[src/rtl/core/stq_pkg.sv]
// Shared types, codes and constants for the sorted timer event queue.
// Used by every module of the block; depends on nothing else.
package stq_pkg;

    // Field widths fixed by the interface.
    localparam int CMD_W    = 2;
    localparam int DELTA_W  = 32;
    localparam int TAG_W    = 16;
    localparam int TIME_W   = 48;
    localparam int KIND_W   = 2;
    localparam int STATUS_W = 2;

    // Largest tick value; deadlines and the tick counter stop here.
    localparam logic [TIME_W-1:0] TIME_MAX = {TIME_W{1'b1}};

    // Default number of table entries and the cap on events fired per tick.
    localparam int DEF_QUEUE_DEPTH = 16;
    localparam int MAX_RESULTS     = 16;
    localparam int FIRE_CNT_W      = $clog2(MAX_RESULTS);

    // Slots in the queue between the front and back ends (a power of two).
    localparam int JOB_SLOTS = 2;
    localparam int JOB_PTR_W = $clog2(JOB_SLOTS);

    // Command codes on the input.
    localparam logic [CMD_W-1:0] CMD_TICK   = 2'd0;
    localparam logic [CMD_W-1:0] CMD_INSERT = 2'd1;
    localparam logic [CMD_W-1:0] CMD_DROP   = 2'd2;

    // Result kinds.
    localparam logic [KIND_W-1:0] KIND_FIRED  = 2'd0;
    localparam logic [KIND_W-1:0] KIND_IDLE   = 2'd1;
    localparam logic [KIND_W-1:0] KIND_INSERT = 2'd2;
    localparam logic [KIND_W-1:0] KIND_DROP   = 2'd3;

    // Result status codes.
    localparam logic [STATUS_W-1:0] STATUS_OK        = 2'd0;
    localparam logic [STATUS_W-1:0] STATUS_FULL      = 2'd1;
    localparam logic [STATUS_W-1:0] STATUS_NOT_FOUND = 2'd2;

    // Operation carried from the front end to the back end.
    typedef enum logic [1:0] {
        OP_TICK,
        OP_INSERT,
        OP_DROP
    } t_op;

    // One queued job.
    typedef struct packed {
        t_op                op;
        logic [DELTA_W-1:0] delta;
        logic [TAG_W-1:0]   tag;
    } t_job;

    // Back end sequencer states.
    typedef enum logic {
        ST_IDLE,
        ST_FIRE
    } t_state;

    // Per-cycle actions decided by the back end sequencer.
    typedef struct packed {
        logic pop;
        logic do_insert;
        logic do_drop;
        logic do_tick;
        logic do_fire;
        logic load_out;
    } t_back_ctl;

endpackage

[src/rtl/core/sorted_timer_event_queue_unit.sv]
// Top level of the sorted timer event queue: front end, job queue and back end.
// Depends on stq_pkg, stq_front and stq_back.
//
// The block keeps a 48-bit tick counter and a table of up to QUEUE_DEPTH timer
// events sorted by deadline. An insert beat schedules a tag at now plus delta
// (saturating) behind any equal deadline, a drop beat removes the first entry
// with the tag, and a tick beat advances the counter and then fires every due
// event, earliest first and at most sixteen per tick, or gives one idle result.
// A command code of three is accepted and produces nothing. The front end
// holds two jobs, so input beats are taken while the back end works or while
// a result waits on the output. In the back end an insert or a drop gives one
// result; a tick first advances the counter and then gives one result per fired
// event (one for an idle tick), all through the single-ported compare-and-shift
// table that handles one operation per cycle while the output register is free.
// The last result of every input beat has o_last set.
module sorted_timer_event_queue_unit
    import stq_pkg::*;
#(
    parameter int QUEUE_DEPTH = DEF_QUEUE_DEPTH
) (
    input  logic                i_clk,
    input  logic                i_rst_n,
    input  logic                i_in_valid,
    output logic                o_in_ready,
    input  logic [CMD_W-1:0]    i_command,
    input  logic [DELTA_W-1:0]  i_delta,
    input  logic [TAG_W-1:0]    i_event_tag,
    output logic                o_out_valid,
    input  logic                i_out_ready,
    output logic [KIND_W-1:0]   o_kind,
    output logic [STATUS_W-1:0] o_status,
    output logic [TAG_W-1:0]    o_fired_tag,
    output logic [TIME_W-1:0]   o_deadline,
    output logic [TIME_W-1:0]   o_now,
    output logic                o_last
);

    logic w_job_valid;
    t_job w_job;
    logic w_job_pop;

    // Input decode and job queue.
    stq_front u_front (
        .i_clk       (i_clk),
        .i_rst_n     (i_rst_n),
        .i_in_valid  (i_in_valid),
        .o_in_ready  (o_in_ready),
        .i_command   (i_command),
        .i_delta     (i_delta),
        .i_event_tag (i_event_tag),
        .o_job_valid (w_job_valid),
        .o_job       (w_job),
        .i_job_pop   (w_job_pop)
    );

    // Sorted table, tick counter and result output.
    stq_back #(
        .QUEUE_DEPTH (QUEUE_DEPTH)
    ) u_back (
        .i_clk       (i_clk),
        .i_rst_n     (i_rst_n),
        .i_job_valid (w_job_valid),
        .i_job       (w_job),
        .o_job_pop   (w_job_pop),
        .o_out_valid (o_out_valid),
        .i_out_ready (i_out_ready),
        .o_kind      (o_kind),
        .o_status    (o_status),
        .o_fired_tag (o_fired_tag),
        .o_deadline  (o_deadline),
        .o_now       (o_now),
        .o_last      (o_last)
    );

    // An idle tick is always a single zeroed result.
    a_idle_shape : assert property (@(posedge i_clk) disable iff (!i_rst_n)
        o_out_valid && o_kind == KIND_IDLE |->
            o_last && o_fired_tag == '0 && o_deadline == '0)
        else $error("idle result is not a single zeroed beat");

    // A fired event is never ahead of the tick counter.
    a_fire_due : assert property (@(posedge i_clk) disable iff (!i_rst_n)
        o_out_valid && o_kind == KIND_FIRED |-> o_deadline <= o_now)
        else $error("event fired before its deadline");

    // Inserts and drops each give exactly one result.
    a_single_result : assert property (@(posedge i_clk) disable iff (!i_rst_n)
        o_out_valid && (o_kind == KIND_INSERT || o_kind == KIND_DROP) |-> o_last)
        else $error("insert or drop result not marked last");

    // Status codes only appear on the operations that can raise them.
    a_status_kind : assert property (@(posedge i_clk) disable iff (!i_rst_n)
        o_out_valid && o_status != STATUS_OK |->
            (o_status == STATUS_FULL && o_kind == KIND_INSERT) ||
            (o_status == STATUS_NOT_FOUND && o_kind == KIND_DROP))
        else $error("status code on the wrong result kind");

endmodule

[src/rtl/core/stq_front.sv]
// Front end: accepts input beats, decodes the command and queues the job.
// Depends on stq_pkg.
module stq_front
    import stq_pkg::*;
(
    input  logic               i_clk,
    input  logic               i_rst_n,
    input  logic               i_in_valid,
    output logic               o_in_ready,
    input  logic [CMD_W-1:0]   i_command,
    input  logic [DELTA_W-1:0] i_delta,
    input  logic [TAG_W-1:0]   i_event_tag,
    output logic               o_job_valid,
    output t_job               o_job,
    input  logic               i_job_pop
);

    localparam int CNT_W = $clog2(JOB_SLOTS + 1);

    t_job                 r_slot [JOB_SLOTS];
    logic [JOB_PTR_W-1:0] r_wr_ptr;
    logic [JOB_PTR_W-1:0] r_rd_ptr;
    logic [CNT_W-1:0]     r_cnt;

    t_op  w_op;
    logic w_known;
    logic w_push;
    logic w_pop;

    // Decode the command; an unknown code is taken and dropped.
    always_comb begin
        w_op    = OP_TICK;
        w_known = 1'b1;
        case (i_command)
            CMD_TICK:   w_op = OP_TICK;
            CMD_INSERT: w_op = OP_INSERT;
            CMD_DROP:   w_op = OP_DROP;
            default:    w_known = 1'b0;
        endcase
    end

    assign o_in_ready  = (r_cnt != CNT_W'(JOB_SLOTS));
    assign w_push      = i_in_valid && o_in_ready && w_known;
    assign o_job_valid = (r_cnt != '0);
    assign w_pop       = i_job_pop && o_job_valid;
    assign o_job       = r_slot[r_rd_ptr];

    // Queue storage.
    always_ff @(posedge i_clk) begin
        if (w_push) begin
            r_slot[r_wr_ptr] <= '{op: w_op, delta: i_delta, tag: i_event_tag};
        end
    end

    // Queue pointers and fill count.
    always_ff @(posedge i_clk) begin
        if (!i_rst_n) begin
            r_wr_ptr <= '0;
            r_rd_ptr <= '0;
            r_cnt    <= '0;
        end else begin
            if (w_push) begin
                r_wr_ptr <= r_wr_ptr + 1'b1;
            end
            if (w_pop) begin
                r_rd_ptr <= r_rd_ptr + 1'b1;
            end
            if (w_push && !w_pop) begin
                r_cnt <= r_cnt + 1'b1;
            end else if (w_pop && !w_push) begin
                r_cnt <= r_cnt - 1'b1;
            end
        end
    end

endmodule

[src/rtl/core/stq_back.sv]
// Back end: the sorted compare-and-shift table, the tick counter, the
// sequencer and the output register. Depends on stq_pkg.
module stq_back
    import stq_pkg::*;
#(
    parameter int QUEUE_DEPTH = DEF_QUEUE_DEPTH
) (
    input  logic                i_clk,
    input  logic                i_rst_n,
    input  logic                i_job_valid,
    input  t_job                i_job,
    output logic                o_job_pop,
    output logic                o_out_valid,
    input  logic                i_out_ready,
    output logic [KIND_W-1:0]   o_kind,
    output logic [STATUS_W-1:0] o_status,
    output logic [TAG_W-1:0]    o_fired_tag,
    output logic [TIME_W-1:0]   o_deadline,
    output logic [TIME_W-1:0]   o_now,
    output logic                o_last
);

    localparam int CNT_W = $clog2(QUEUE_DEPTH + 1);

    // Table, kept in ascending deadline order below r_count.
    logic [TIME_W-1:0]     r_dl  [QUEUE_DEPTH];
    logic [TAG_W-1:0]      r_tag [QUEUE_DEPTH];
    logic [TIME_W-1:0]     n_dl  [QUEUE_DEPTH];
    logic [TAG_W-1:0]      n_tag [QUEUE_DEPTH];
    logic [CNT_W-1:0]      r_count;
    logic [TIME_W-1:0]     r_now;
    logic [FIRE_CNT_W-1:0] r_fired;
    t_state                r_state;
    t_state                n_state;

    // Output register.
    logic                r_out_valid;
    logic [KIND_W-1:0]   r_kind;
    logic [STATUS_W-1:0] r_status;
    logic [TAG_W-1:0]    r_tag_out;
    logic [TIME_W-1:0]   r_dl_out;
    logic [TIME_W-1:0]   r_now_out;
    logic                r_last;
    logic [KIND_W-1:0]   n_kind;
    logic [STATUS_W-1:0] n_status;
    logic [TAG_W-1:0]    n_tag_out;
    logic [TIME_W-1:0]   n_dl_out;
    logic                n_last;

    t_back_ctl          w_ctl;
    logic               w_out_free;
    logic [TIME_W:0]    w_sum;
    logic [TIME_W-1:0]  w_ins_dl;
    logic [TIME_W-1:0]  w_tick_now;
    logic               w_has_room;
    logic               w_found;
    logic [TIME_W-1:0]  w_drop_dl;
    logic               w_due0;
    logic               w_due1;
    logic               w_fire_last;

    logic [QUEUE_DEPTH-1:0] w_valid;
    logic [QUEUE_DEPTH-1:0] w_le;
    logic [QUEUE_DEPTH-1:0] w_ins_at;
    logic [QUEUE_DEPTH-1:0] w_match;
    logic [QUEUE_DEPTH-1:0] w_past;
    logic [QUEUE_DEPTH-1:0] w_first;
    logic [TIME_W-1:0]      w_up_dl  [QUEUE_DEPTH];
    logic [TAG_W-1:0]       w_up_tag [QUEUE_DEPTH];
    logic [TIME_W-1:0]      w_dn_dl  [QUEUE_DEPTH];
    logic [TAG_W-1:0]       w_dn_tag [QUEUE_DEPTH];

    assign w_out_free = !r_out_valid || i_out_ready;

    // Deadline of an insert, saturating at the largest tick value.
    assign w_sum    = {1'b0, r_now} + (TIME_W + 1)'(i_job.delta);
    assign w_ins_dl = w_sum[TIME_W] ? TIME_MAX : w_sum[TIME_W-1:0];

    // Tick counter advance, saturating.
    assign w_tick_now = (r_now == TIME_MAX) ? TIME_MAX : r_now + 1'b1;

    assign w_has_room = (r_count < CNT_W'(QUEUE_DEPTH));

    // Per-entry compares and the neighbour values each entry may shift in.
    for (genvar g = 0; g < QUEUE_DEPTH; g++) begin : g_entry
        assign w_valid[g] = (CNT_W'(g) < r_count);
        assign w_le[g]    = w_valid[g] && (r_dl[g] <= w_ins_dl);
        assign w_match[g] = w_valid[g] && (r_tag[g] == i_job.tag);

        if (g == 0) begin : g_head
            assign w_ins_at[g] = !w_le[g];
            assign w_past[g]   = w_match[g];
            assign w_first[g]  = w_match[g];
            assign w_up_dl[g]  = w_ins_dl;
            assign w_up_tag[g] = i_job.tag;
        end else begin : g_body
            assign w_ins_at[g] = !w_le[g] && w_le[g-1];
            assign w_past[g]   = w_past[g-1] || w_match[g];
            assign w_first[g]  = w_match[g] && !w_past[g-1];
            assign w_up_dl[g]  = r_dl[g-1];
            assign w_up_tag[g] = r_tag[g-1];
        end

        if (g == QUEUE_DEPTH - 1) begin : g_tail
            assign w_dn_dl[g]  = r_dl[g];
            assign w_dn_tag[g] = r_tag[g];
        end else begin : g_inner
            assign w_dn_dl[g]  = r_dl[g+1];
            assign w_dn_tag[g] = r_tag[g+1];
        end

        // Next value: open a gap for an insert, close one for a drop or a fire.
        always_comb begin
            n_dl[g]  = r_dl[g];
            n_tag[g] = r_tag[g];
            if (w_ctl.do_insert && w_has_room && !w_le[g]) begin
                n_dl[g]  = w_ins_at[g] ? w_ins_dl  : w_up_dl[g];
                n_tag[g] = w_ins_at[g] ? i_job.tag : w_up_tag[g];
            end else if ((w_ctl.do_drop && w_past[g]) || w_ctl.do_fire) begin
                n_dl[g]  = w_dn_dl[g];
                n_tag[g] = w_dn_tag[g];
            end
        end
    end

    assign w_found = w_past[QUEUE_DEPTH-1];

    // Deadline of the first entry holding the dropped tag.
    always_comb begin
        w_drop_dl = '0;
        for (int i = 0; i < QUEUE_DEPTH; i++) begin
            if (w_first[i]) begin
                w_drop_dl = w_drop_dl | r_dl[i];
            end
        end
    end

    // Head and next-to-head due checks for the firing loop.
    assign w_due0      = w_valid[0] && (r_dl[0] <= r_now);
    assign w_due1      = w_valid[1] && (r_dl[1] <= r_now);
    assign w_fire_last = !w_due1 || (r_fired == FIRE_CNT_W'(MAX_RESULTS - 1));

    // Sequencer next state.
    always_comb begin
        n_state = r_state;
        case (r_state)
            ST_IDLE: begin
                if (i_job_valid && w_out_free && i_job.op == OP_TICK) begin
                    n_state = ST_FIRE;
                end
            end
            ST_FIRE: begin
                if (w_out_free && (!w_due0 || w_fire_last)) begin
                    n_state = ST_IDLE;
                end
            end
            default: n_state = ST_IDLE;
        endcase
    end

    // Sequencer actions.
    always_comb begin
        w_ctl = '0;
        case (r_state)
            ST_IDLE: begin
                w_ctl.pop       = i_job_valid && w_out_free;
                w_ctl.do_insert = w_ctl.pop && (i_job.op == OP_INSERT);
                w_ctl.do_drop   = w_ctl.pop && (i_job.op == OP_DROP);
                w_ctl.do_tick   = w_ctl.pop && (i_job.op == OP_TICK);
                w_ctl.load_out  = w_ctl.do_insert || w_ctl.do_drop;
            end
            ST_FIRE: begin
                w_ctl.do_fire  = w_out_free && w_due0;
                w_ctl.load_out = w_out_free;
            end
            default: w_ctl = '0;
        endcase
    end

    assign o_job_pop = w_ctl.pop;

    // Result payload for the beat being loaded.
    always_comb begin
        n_kind    = KIND_IDLE;
        n_status  = STATUS_OK;
        n_tag_out = '0;
        n_dl_out  = '0;
        n_last    = 1'b1;
        if (w_ctl.do_insert) begin
            n_kind    = KIND_INSERT;
            n_status  = w_has_room ? STATUS_OK : STATUS_FULL;
            n_tag_out = i_job.tag;
            n_dl_out  = w_ins_dl;
        end else if (w_ctl.do_drop) begin
            n_kind    = KIND_DROP;
            n_status  = w_found ? STATUS_OK : STATUS_NOT_FOUND;
            n_tag_out = i_job.tag;
            n_dl_out  = w_drop_dl;
        end else if (w_ctl.do_fire) begin
            n_kind    = KIND_FIRED;
            n_tag_out = r_tag[0];
            n_dl_out  = r_dl[0];
            n_last    = w_fire_last;
        end
    end

    // Table storage.
    always_ff @(posedge i_clk) begin
        r_dl  <= n_dl;
        r_tag <= n_tag;
    end

    // Control state: fill count, tick counter, fire counter, sequencer.
    always_ff @(posedge i_clk) begin
        if (!i_rst_n) begin
            r_count <= '0;
            r_now   <= '0;
            r_fired <= '0;
            r_state <= ST_IDLE;
        end else begin
            r_state <= n_state;
            if (w_ctl.do_insert && w_has_room) begin
                r_count <= r_count + 1'b1;
            end else if ((w_ctl.do_drop && w_found) || w_ctl.do_fire) begin
                r_count <= r_count - 1'b1;
            end
            if (w_ctl.do_tick) begin
                r_now   <= w_tick_now;
                r_fired <= '0;
            end else if (w_ctl.do_fire) begin
                r_fired <= r_fired + 1'b1;
            end
        end
    end

    // Output register valid flag.
    always_ff @(posedge i_clk) begin
        if (!i_rst_n) begin
            r_out_valid <= 1'b0;
        end else if (w_ctl.load_out) begin
            r_out_valid <= 1'b1;
        end else if (i_out_ready) begin
            r_out_valid <= 1'b0;
        end
    end

    // Output register payload.
    always_ff @(posedge i_clk) begin
        if (w_ctl.load_out) begin
            r_kind    <= n_kind;
            r_status  <= n_status;
            r_tag_out <= n_tag_out;
            r_dl_out  <= n_dl_out;
            r_last    <= n_last;
            r_now_out <= r_now;
        end
    end

    assign o_out_valid = r_out_valid;
    assign o_kind      = r_kind;
    assign o_status    = r_status;
    assign o_fired_tag = r_tag_out;
    assign o_deadline  = r_dl_out;
    assign o_now       = r_now_out;
    assign o_last      = r_last;

endmodule

[config.mk]
export PLATFORM = sky130hd
export DESIGN_NAME = sorted_timer_event_queue_unit
export DESIGN_NICKNAME = d
export VERILOG_FILES = /design/src/rtl/core/stq_pkg.sv /design/src/rtl/core/sorted_timer_event_queue_unit.sv /design/src/rtl/core/stq_front.sv /design/src/rtl/core/stq_back.sv
export SDC_FILE = /design/constraint.sdc
export NUM_CORES = 2
export LEC_CHECK = 0
export ABC_AREA = 1
export BUFFER_PORTS_ARGS = -buffer_cell sky130_fd_sc_hd__buf_2
export CAP_MARGIN = 20
export CORE_MARGIN = 2
export CORE_UTILIZATION = 60
export DETAILED_ROUTE_END_ITERATION = 7
export PLACE_DENSITY = 0.83
export SETUP_SLACK_MARGIN = 0.2
export SLEW_MARGIN = 15
export SYNTH_ARGS = -nofsm -noshare
export SYNTH_HDL_FRONTEND = slang
export SYNTH_HIERARCHICAL = 1
export SYNTH_SLANG_ARGS = --single-unit
[constraint.sdc]
create_clock -name i_clk -period 15.1 [get_ports i_clk]
set_input_delay 1.51 -clock i_clk [delete_from_list [all_inputs] [get_ports i_clk]]
set_output_delay 1.51 -clock i_clk [all_outputs]
set_load 0.02 [all_outputs]
==> summary.md <==
| Metric | Value |
|---|---|
| Initial antenna violation count | 9 |
| Post-synth EDFFs | 1241 |
| Layout cells sized above 1 | 6.75% |
| Worst-path fanout max | 56 |
| Worst endpoint data arrival time | 10.83 ns |
| Crit. End Element | flip-flop |
| Clock skew | approximately 0.024 ns |
| Synth top area share | 39.5% |
| Largest cells by area after synthesis | edfxtp_1 39%, ha_1 12%, o21ai_0 9.5% |
| Root buffer cell | clkbuf_16 |
| Crit Path Category | flip-flop to flip-flop |
| Core Area | 156000 µm² |
| Power Total | 17.1 mW |
| Synthesized area per cell | 8.13 µm² |
| Status | finished with violations |
| Maximum clock insertion buffer count | 3 |
| Max Cap Violations | 0 |
| First-pass DRT Iterations | 8 |
| Resize count post-CTS | 0 |
| WL/cell | between 20 and 30 µm |
| First-pass GRT wire length | 545000 µm |
| Number of port buffers | 172 |
| Post-DRT Antenna Nets | 0 |
| CTS buffer count | 151 |
| Initial core utilization | 60.5% |
| Post-Syn Nets | 12600 |
| CTS sink count | 1305 |
| Final Max Slew Viols | 0 |
| Via density | a little under 7 |
| Area after DPL | ~97000 µm² |
| IO Count | 173 |
| Yosys warning total | 6 |
| RSZ-0062 raised after global routing | false |
| Worst Hold Class | flip-flop to flip-flop |
| H-tree depth | 4 |
| Remaining DRCs | 19 |
| Period utilisation layout | around 70% |
| Die area | 161000 µm² |
| Worst slew pin tran | roughly 1.2 ns |
| Asr flop ratio synth | 0% |
| # rows | 145 |
| Worst IR Drop VDD | 0.197 mV |
| Gate Count Post-Synth | ~12000 |
| F_max | 0.0961 GHz |
| Grt ovf | 0 |
| Post-route cell area | 102000 µm² |
| Post-synth top cells | 1799 x o21ai_0, 1674 x nand2_1, 1241 x edfxtp_1 |
| Largest net degree at the start of global routing | 103 |
| Yosys top cell by area | edfxtp_1 |
| #FFs+latches synth | 1305 |
| Slowest cell on the critical path | dfxtp_4 |
| Vias in the first global route | roughly 86000 |
| Post-layout minimum cycle time | about 10 ns |
| DRT iter0 DRCs | 16600 |
| Rel. slew slack | 19.7% |
| GPL Wtd Cong | 1.03 |
| Pleak | 42.0 nW |
| Setup violators final | 0 |
| Worst-skew pair later-pin latency | 0.82 ns |
| Final nets | 12400 |
| Cts hold-fix bufs | 0 |
| CP required | 15.52 ns |
| Cell Pwr Density | 168 nW/µm² |
| Failing checks | design-rule violations |
| Setup TNS | 0 ns |
| # Post-CTS Setup Buffers | 0 |
| Count of cell types in the netlist | 65 |
| DRT Wirelength | approximately 370000 µm |
| CTS clk-pin slew, worst paths | approximately 0.060 ns |
| Synth Flop Type | edfxtp_1 |
| P&R area growth vs syn | 7.73% |
| Highest cell delay on the worst timing path | roughly 1 ns |
| Cell with the most instances after synthesis | o21ai_0 |
| Die width | roughly 400 µm |
| Final hold vios | 0 |
| Mapped cell area | 94400 µm² |
| Post-DP HPWL | approximately 280000 µm |
| Most frequent cell on the critical path | nand2_1 |
| Seq/Total Area, Yosys | 40.8% |
| Via count | around 93000 |
| CP Launch Type | flip-flop |
| Total track usage | 44.6% |
| Die Y | 401 µm |
| CTS tree | built |
-- sequential cells by signal (all words and copies together), names as in the netlist, 2 cells and up, named ones only --
| name | flops |
|---|---|
| u_back/r_dl | 768 |
| u_back/r_tag | 256 |
| u_back/o_kind | 2 |
| u_front/r_cnt | 2 |
| u_back/o_fired_tag | 16 |
| u_back/r_count | 5 |
| u_front/r_slot | 100 |
| u_back/r_now | 48 |
| u_back/o_deadline | 48 |
| u_back/o_status | 2 |
| u_back/o_now | 48 |
| u_back/r_fired | 4 |
-- worst paths after layout --
check                                                   start                         end  slack (ns)  depth (start not counted)
worst max-delay path                                flip-flop  u_back/r_dl[117]$_DFFE_PP_        4.70                         31
worst min-delay path            u_back/r_now[35]$_SDFFE_PN0P_  u_back/o_now[35]$_DFFE_PP_        0.46                          0
worst max register to register                      flip-flop  u_back/r_dl[117]$_DFFE_PP_        4.70                         31
worst min register to register  u_back/r_now[35]$_SDFFE_PN0P_  u_back/o_now[35]$_DFFE_PP_        0.46                          0
-- stage by stage --
step,hold slack (ns),util (%),setup WS (ns),cells
3_5_place_dp,0.431,62.0,4.90,13400
5_1_grt,0.477,65.1,4.17,13600
4_1_cts,0.461,65.1,4.83,13600
3_3_place_gp,0.440,62.0,5.04,13400
6_report,0.463,65.1,4.70,13600
2_1_floorplan,0.416,-,4.54,11600
-- layout by cell type (no fill, tap or decap), types with 13 or more instances in the layout --
cell type  count
o21ai_0     1795
nand2_1     1661
edfxtp_1    1241
nor2_1      1176
inv_1       1084
a21oi_1      970
ha_1         902
nand3_1      643
nand4_1      290
o22ai_1      217
buf_4        206
buf_2        175
clkbuf_16    158
xor2_1       130
o221ai_1      85
nor3_1        78
nor4_1        76
dfxtp_1       63
mux2_4        50
xnor2_1       47
o211ai_1      47
a211oi_1      40
o21ai_1       39
clkinv_1      38
o21a_1        34
a31oi_1       34
inv_2         32
clkbuf_1      28
clkinv_2      26
nor2_4        18
a221oi_1      16
nand2_2       15
o2111ai_1     14
nor2_2        13
-- worst max-delay path, delay by kind of cell, from the launching register on --
family	cells	cell delay, ns
simple gates	16	3.87
buf+inv	7	2.17
compound gates	4	1.60
flops	1	0.99
fa+ha+maj	3	0.89
mux	1	0.30
-- per-layer routing --
metal  routed length, µm  global-route usage, %  vias up
met2              151000                   62.8     7780
met1              139000                   60.9    43100
met4               22000                   23.4        6
li1                    -                      -    40800
met3               61100                   14.7     1183
met5                  32                      0        -
-- report_power, final --
part	total, mW	switching (mW)	internal, mW
logic	7.25	5.19	2.06
clock network	3.75	1.62	2.13
registers	6.13	0.777	5.35
-- area by class of cell --
cell class | instances | area (µm²)
diodes | 5 | 12.5
clock buffers | 188 | 4090
clock inverters | 88 | 808
fillers | 13100 | 54500
inverters | 1126 | 4230
multi-input cells | 8492 | 49000
flip-flops and latches | 1305 | 38600
well taps | 2058 | 2570
repair buffers | 384 | 2450
-- cell families (layout without fill, tap and decap cells) --
| logic type | count (synthesis) | after routing | share of synthesized area, % |
|---|---|---|---|
| fa+ha+maj | 903 | 903 | 12.0 |
| simple gates | 4029 | 4029 | 18.3 |
| mux | 50 | 50 | 0.795 |
| xor+xnor | 177 | 177 | 1.64 |
| other cells | 0 | 5 | 0 |
| buf+inv | 1816 | 1786 | 7.59 |
| flops | 1305 | 1305 | 40.8 |
| compound gates | 3333 | 3333 | 18.9 |
No activity file was read; power rests on OpenSTA's default activity.
